--- src/rtl/prce_pkg.sv ---
`default_nettype none

package prce_pkg;

	localparam int NUM_CHIPS_DEF = 3;
	localparam int ENTRIES_DEF   = 4096;

	localparam int KIND_W     = 2;
	localparam int CHIP_W     = 2;
	localparam int DATA_W     = 16;
	localparam int ADDR_W     = 12;
	localparam int INDEX_W    = 14;
	localparam int COMP_W     = 8;
	localparam int CFG_IDX_W  = 1;
	localparam int CFG_DATA_W = 2;

	typedef logic [KIND_W-1:0]     kind_t;
	typedef logic [CFG_DATA_W-1:0] fmt_t;
	typedef logic [CFG_IDX_W-1:0]  cfg_idx_t;

	localparam kind_t KIND_READ = 2'd0;
	localparam kind_t KIND_ADDR = 2'd1;
	localparam kind_t KIND_DATA = 2'd2;

	localparam fmt_t FMT_RGB5 = 2'd0;
	localparam fmt_t FMT_RGB4 = 2'd1;
	localparam fmt_t FMT_BGR5 = 2'd2;

	localparam cfg_idx_t REG_STEP_MODE = 1'd0;
	localparam cfg_idx_t REG_COLOR_FMT = 1'd1;

	typedef struct packed {
		logic [COMP_W-1:0] red;
		logic [COMP_W-1:0] green;
		logic [COMP_W-1:0] blue;
	} rgb_t;

	function automatic logic [COMP_W-1:0] expand5(input logic [4:0] v);
		return {v, v[4:2]};
	endfunction

	function automatic logic [COMP_W-1:0] expand4(input logic [3:0] v);
		return {v, v};
	endfunction

	function automatic rgb_t decode_color(input fmt_t fmt, input logic [DATA_W-1:0] d);
		rgb_t c;
		case (fmt)
			FMT_RGB4: begin
				c.red   = expand4(d[3:0]);
				c.green = expand4(d[7:4]);
				c.blue  = expand4(d[11:8]);
			end
			FMT_BGR5: begin
				c.red   = expand5(d[14:10]);
				c.green = expand5(d[9:5]);
				c.blue  = expand5(d[4:0]);
			end
			default: begin
				c.red   = expand5(d[4:0]);
				c.green = expand5(d[9:5]);
				c.blue  = expand5(d[14:10]);
			end
		endcase
		return c;
	endfunction

endpackage

`default_nettype wire

--- src/rtl/prce_mod.sv ---
`default_nettype none

// addr % ENTRIES_PER_CHIP by exact reciprocal: q = (addr * ceil(2^24/E)) >> 24
module prce_mod import prce_pkg::*; #(
	parameter int ENTRIES_PER_CHIP = ENTRIES_DEF
) (
	input  wire logic                                clk,
	input  wire logic                                arst_n,
	input  wire logic                                start,
	input  wire logic [ADDR_W-1:0]                   addr,
	output logic                                     done,
	output logic      [$clog2(ENTRIES_PER_CHIP)-1:0] eff
);

	localparam int     EFF_W   = $clog2(ENTRIES_PER_CHIP);
	localparam int     SHIFT   = 2 * ADDR_W;
	localparam longint RECIP   = ((64'd1 << SHIFT) + ENTRIES_PER_CHIP - 1) / ENTRIES_PER_CHIP;
	localparam int     RECIP_W = SHIFT - 3;
	localparam int     PROD_W  = ADDR_W + RECIP_W;
	localparam int     Q_W     = PROD_W - SHIFT;
	localparam int     QE_W    = Q_W + ADDR_W + 1;

	logic [PROD_W-1:0] prod;
	logic [Q_W-1:0]    q_s1;
	logic [ADDR_W-1:0] addr_s1;
	logic              v_s1;
	logic [QE_W-1:0]   qe;
	logic [ADDR_W-1:0] rem;

	assign prod = PROD_W'(addr) * PROD_W'(RECIP);

	always_ff @(posedge clk or negedge arst_n) begin
		if (!arst_n) begin
			v_s1 <= 1'b0;
		end else begin
			v_s1 <= start;
		end
	end

	always_ff @(posedge clk) begin
		if (start) begin
			q_s1    <= prod[PROD_W-1:SHIFT];
			addr_s1 <= addr;
		end
	end

	assign qe   = QE_W'(q_s1) * QE_W'(ENTRIES_PER_CHIP);
	assign rem  = addr_s1 - qe[ADDR_W-1:0];
	assign eff  = rem[EFF_W-1:0];
	assign done = v_s1;

endmodule

`default_nettype wire

--- config.mk ---
export PLATFORM = sky130hd
export DESIGN_NAME = prce_mod
export DESIGN_NICKNAME = d
export VERILOG_FILES = /design/src/rtl/prce_pkg.sv /design/src/rtl/prce_mod.sv
export SDC_FILE = /design/constraint.sdc
export NUM_CORES = 1
export LEC_CHECK = 0
export BUFFER_PORTS_ARGS = -buffer_cell sky130_fd_sc_hd__buf_2
export CORE_AREA = 10 10 47 49
export CTS_BUF_LIST = sky130_fd_sc_hd__clkbuf_8
export DETAILED_ROUTE_END_ITERATION = 7
export DIE_AREA = 0 0 57 59
export SETUP_SLACK_MARGIN = 0.3
export SLEW_MARGIN = 20
export SYNTH_ARGS = -nofsm -noshare
export SYNTH_HDL_FRONTEND = slang
export SYNTH_SLANG_ARGS = --single-unit
--- constraint.sdc ---
create_clock -name clk -period 0.8 [get_ports clk]
set_input_delay 0.08 -clock clk [delete_from_list [all_inputs] [get_ports clk]]
set_output_delay 0.08 -clock clk [all_outputs]
set_load 0.02 [all_outputs]
# --- Word-level counts from Yosys, hierarchy flattened ---
# Index checks and enable logic that the tools add are counted.
word_totals:
  reg_bits: 13
  latch_bits: 0
  ramBits: 0
  rom_bits: 0
  inputBits: 15
  out_inout_bits: 13
  word_cells: 2
  n_memories: 0
op_classes:
  add_sub_neg: 0
  mul: 0
  div: 0
  n_lt_le_gt_ge: 0
  n_eq_ne: 0
  shift: 0
  mux: 0
  bitwise: 0
  n_reduce_logical: 0

# --- Logic depth before layout (Yosys ltp) ---
# Gate-level depths: netlist of the first run.
logic_depth:
  depth_word: 0
  ltp_mapped: 0
  ltp_nobuf: 0

# --- Worst setup path before layout of the first run ---
# Ideal clock, no wire load.
synth_path:
  path_kind: "flip-flop to output port"
  from: "reg addr_s1[0]"
  to: "out eff[0]"
  arrival_time_ns: 0.449
  required_ns: 0.720
  path_slack_ns: 0.271
  path_stages_with_launch: 1
  path_cell_list: "edfxtp_1"
synth_lines:
  columns: ["item", "line", "source"]
  rows:
  - ["from (decl)", "prce_mod.sv:25", "logic [ADDR_W-1:0] addr_s1;"]
  - ["from (signal assigned)", "prce_mod.sv:43", "addr_s1 <= addr;"]
  - ["to (decl)", "prce_mod.sv:12", "output logic [$clog2(ENTRIES_PER_CHIP)-1:0] eff"]
# No word-level cell between the ends.

# --- Worst setup path after layout of the first run ---
layout_path:
  from: "reg addr_s1[4]"
  to: "out eff[4]"
# No word-level cell between the ends.

==> flow_summary.yaml, run 1 <==
global_routing:
  grt_max_degree: 14
  grt_overflow_total: 0
  grt_pass1_vias: 320
  grt_use_total: 0.06094
  grt_pass1_wl_mm: 1.552
  antenna_found_initial: 0
pwr:
  ir_drop_mv: 1.397
  leakagePower_nw: 0.2876
  p_total_mw: 1.581
  power_per_cell_area_nw_per_um2: 2402
floorplanning:
  dieArea_um2: 3363
  fp.dieH_um: 59
  initial_utilization: 0.2750
  pin_count: 28
  core_area_um2: 1401
  core.rowCount: 14
  die_width_um: 57
sta:
  period_share: 1.084
  setup_slack_ps: -66.82
  max_freq_mhz: 1154
  slew_viol_final: 0
  tightest_slew_ps: 275.6
  relSlewSlack: 0.8163
  rsz0062_at_grt: "true"
  setup_violations: 13
  hold_viol: 0
  min_period_ps: 866.8
setup_path:
  max_stage_delay_ps: 400
  end_kind: "primary output"
  start_kind: "register"
  path_buf_inv: 1
  cp_max_fo: 1
  critPathTopFamily: "flip-flops"
  worstPathCellList: "buf_6"
  required_ps: 720
  arrival_ps: 790
  cp_slowest_cell: "edfxtp_1"
  critical_path_class: "register to primary output"
placement:
  place.gp.congestion: 0.6349
  portBuffers: 27
  placed_area_um2: 540.5
route:
  wl_met1_um: 383
  routed_wl_um: 977
  drtAntennaViolNets: 0
  wl_per_cell_um: 16.02
  dr.pass1.iters: 2
  vias: 247
  wl_met2_um: 391
  top_layer_used: "met3"
  routed-wl-met3_um: 202
  drtIter0Drc: 6
  avgViaCountPerCell: 4.049
  drc: 0
clock_network:
  cts.clk_slew.worst_paths_ps: 50
  cts.path.max_buffers: 2
  ctsRootBufferMaster: "clkbuf_8"
  clock_sinks: 13
  cts_tree: "done"
  numCtsBuffers: 3
  htreeDepth: 1
logic_synthesis:
  async_reset_ff_frac: 0.07692
  ys_top_cells_by_count: "12 x edfxtp_1, 1 x dfrtp_1"
  syn_inst: 13
  synth_area_leaders: "edfxtp_1 94%, dfrtp_1 6.5%"
  syn_area_um2: 385.4
  yosysTopAreaCellShare: 0.9351
  synth_top_cell_by_area: "edfxtp_1"
  synth_seq_area_share: 1.000
  synth_top_flop_cell: "edfxtp_1"
  yosys_warnings: 0
  synth_edf_count: 12
  synth.ff_latch_count: 13
  synth.most_common_cell: "edfxtp_1"
  syn_avg_cell_area_um2: 29.64
  syn_nets: 28
  synth_cell_types: 2
cells_and_area:
  drive_gt1_frac: 0.6667
  multi_input_gates: 0
  diodes: 0
  final-seq-area_um2: 385.4
  synthToLayoutAreaGrowth_pct: 70.78
  final_util: 0.4696
  final_nets: 61
  nFillCells: 139
  finalInstanceArea_um2: 658.1
  multiInputGateArea_um2: 0
min_path:
  min_path_type: "input port to register"
status:
  violations: "setup timing"
  status: "finished with violations"
job:
  maxCapViolCount: 0
[power by group]
group	leakage [nW]	switching [mW]	internal (mW)
Sequential	0.129	0.0223	0.803
Clock	0.0269	0.208	0.337
Combinational	0.132	0.107	0.104
[stage by stage]
stage	setup TNS, ps	setup WS [ps]	std cells	hold slack (ps)
6_report	-514.5	-66.82	61	18.03
5_1_grt	-892.2	-88.61	61	16.88
4_1_cts	-594.2	-72.93	61	11.74
3_5_place_dp	0	128.0	56	-142.8
3_3_place_gp	0	139.5	56	-145.1
2_1_floorplan	0	270.5	13	-215.6
[metal layers]
| layer | up-vias | GRT usage |
|---|---|---|
| li1 | 115 | - |
| met2 | 23 | 0.08682 |
| met4 | 0 | 0.03020 |
| met3 | 0 | 0.06009 |
| met1 | 109 | 0.05686 |
| met5 | - | 0 |
[cell usage in the layout, fill, tap and decap left out, drive strengths merged]
cell | synthesis | routed
clkbuf | 0 | 3
dlygate4sd3 | 0 | 1
dfrtp | 1 | 1
edfxtp | 12 | 12
buf | 0 | 27
inv | 0 | 1
[kinds of logic (layout without fill, tap and decap cells)]
logic type / after synthesis / in the layout / synth area share
flops: 13 / 13 / 1.000
buf+inv: 0 / 32 / 0
[registers in the layout, indices dropped and copies added (netlist names)]
register  flops
done          1
addr_s1      12
[final cells by class]
class	count	area share
Clock buffer	3	0.06274
Clock inverter	1	0.005703
Sequential cell	13	0.5856
Tap cell	16	0.03042
Timing Repair Buffer	28	0.3156
[what timing repair did]
| action | 4_1_cts | 5_1_grt |
|---|---|---|
| setup buffers | 0 | 0 |
| resized for setup | 12 | 8 |
| hold endpoints to repair | 1 | 0 |
| hold buffers | 1 | 0 |
| endpoints found under the setup margin | 13 | 13 |
[path summary, 6_finish.rpt]
kind                       cells after the start  slack [ps]       start          to
max in group asynchronous                      2         570      arst_n        done
worst max-delay path                           1         -70  addr_s1[4]      eff[4]
min in group asynchronous                      2         150      arst_n        done
worst min-delay path                           1          20     addr[1]  addr_s1[1]
Power figures use the tool's default switching activity.
==> run 2: changes to the inputs <==
==> constraint.sdc (replaced) <==
create_clock -name clk -period 0.8 [get_ports clk]
set_input_delay 0.08 -clock clk [delete_from_list [all_inputs] [get_ports clk]]
set_output_delay 0.08 -clock clk [all_outputs]
set_load 0.05 [all_outputs]
==> run 2 against run 1 <==
Effect of this change: the flow still finishes with violations (setup timing); worst setup slack got worse by 12 ps; clock power decreased by 0.9%; die area unchanged; fmax decreased by 1.3%; cell count unchanged; sequential share of layout area decreased by 1.5 points; wire length decreased by 11%; combinational power increased by 62%; sequential cell count unchanged; sequential power about the same; critical path type unchanged; critical endpoint is now eff[10]; largest power group unchanged.
==> flow_summary.yaml, run 2 (same netlist as run 1, synthesis figures left out) <==
floorplanning:
  die_width_um: 57
  core.rowCount: 14
  dieArea_um2: 3363
  core_area_um2: 1401
  initial_utilization: 0.2750
  fp.dieH_um: 59
  pin_count: 28
sta:
  fin_hold_ws_ps: 18.28
  period_share: 1.098
  setup_slack_ps: -78.34
  tightest_slew_ps: 267.3
  setup_violations: 13
  rsz0062_at_grt: "true"
  relSlewSlack: 0.8218
  max_freq_mhz: 1139
  hold_viol: 0
  slew_viol_final: 0
  min_period_ps: 878.3
clock_network:
  post-cts-setup-buffers: 0
  cts.path.max_buffers: 2
  htreeDepth: 1
  ctsRootBufferMaster: "clkbuf_8"
  cts_tree: "done"
  cts.clk_slew.worst_paths_ps: 50
  clock_sinks: 13
  numCtsBuffers: 3
pwr:
  leakagePower_nw: 0.2929
  p_switching_mw: 0.4466
  power_per_cell_area_nw_per_um2: 2517
  ir_drop_mv: 1.186
  switching_share: 0.2616
  comb_power_share: 0.199
  seq_power_share: 0.484
  p_clk_frac: 0.317
  p_int_mw: 1.260
cells_and_area:
  final_nets: 61
  multi_input_gates: 0
  final_common_cell: "buf_2"
  largest_reg_flops: 12
  drive_gt1_frac: 0.6889
  multiInputGateArea_um2: 0
  final_cell_mix: "14 x buf_2, 13 x buf_6, 12 x edfxtp_1"
  diodes: 0
  synthToLayoutAreaGrowth_pct: 75.97
  largest-register: "addr_s1"
  fin_cells: 61
min_path:
  min_path_type: "input port to register"
  holdCritStartpoint: "addr[1]"
global_routing:
  grt_pass1_wl_mm: 1.504
  grt_overflow_total: 0
  antenna_found_initial: 0
  grt_use_total: 0.05973
  grt_max_degree: 14
  grt_pass1_vias: 314
status:
  status: "finished with violations"
  violations: "setup timing"
setup_path:
  cp_max_fo: 1
  cp_slowest_cell: "edfxtp_1"
  required_ps: 720
  critical_path_class: "register to primary output"
  critPathTopFamily: "flip-flops"
  start_kind: "register"
  max_stage_delay_ps: 390
  arrival_ps: 800
  path_buf_inv: 1
  end_kind: "primary output"
  startpoint: "addr_s1[10]"
  worstPathCellList: "buf_6"
route:
  wl_per_cell_um: 14.28
  drtIter0Drc: 3
  avgViaCountPerCell: 3.869
  top_layer_used: "met3"
  vias: 236
  routed_wl_um: 871
  wl_met1_um: 330
  wl_met2_um: 393
  dr.pass1.iters: 3
  drc: 0
  drtAntennaViolNets: 0
  routed-wl-met3_um: 147
job:
  maxCapViolCount: 0
placement:
  place.gp.congestion: 0.5887
  portBuffers: 27
  dpl.cell_count: 56
-- run 2: layout make-up --
cell class            count  area (um2)
fill                    126       723.2
sequential               13       386.6
timing repair buffer     28       226.5
clock buffer              3       41.29
tap                      16       20.02
clock inverter            1       3.754
-- run 2: worst paths after layout --
| kind | endpoint | slack [ps] | cells after the start |
|---|---|---|---|
| min | addr_s1[1] | 20 | 1 |
| max | eff[10] | -80 | 1 |
| min in group asynchronous | done | 160 | 2 |
| max in group asynchronous | done | 540 | 2 |
-- run 2: stage by stage --
stage	utilization	setup slack (ps)	TNS, ps	total power [mW]	cell area (um2)
floorplan	-	119.4	0	1.014	386.6
global placement	0.3866	134.7	0	1.103	541.8
detailed placement	0.3866	127.1	0	1.106	541.8
CTS	0.4839	-80.96	-865.2	1.735	678.2
global route	0.4839	-119.2	-1137	1.790	678.2
finish	0.4839	-78.34	-736.7	1.707	678.2
-- run 2: power groups by stage --
stage / sequential (mW) / clock, mW / combinational (mW)
CTS: 0.827 / 0.564 / 0.344
finish: 0.826 / 0.540 / 0.340
global route: 0.830 / 0.604 / 0.356
global placement: 0.823 / 0 / 0.280
floorplan: 1.01 / 0 / 0
detailed placement: 0.825 / 0 / 0.280
-- run 2: metal layers --
metal  vias to the layer above  GRT usage
li1                        114          -
met1                       101    0.05963
met2                        21    0.08062
met3                         0    0.04506
met4                         0    0.05034
met5                         -          0
-- run 2: what timing repair did --
action	in CTS	in global routing
resized for setup	26	0
setup endpoints to repair	13	13
hold endpoints to repair	1	0
hold buffers	1	0
cloned	0	0
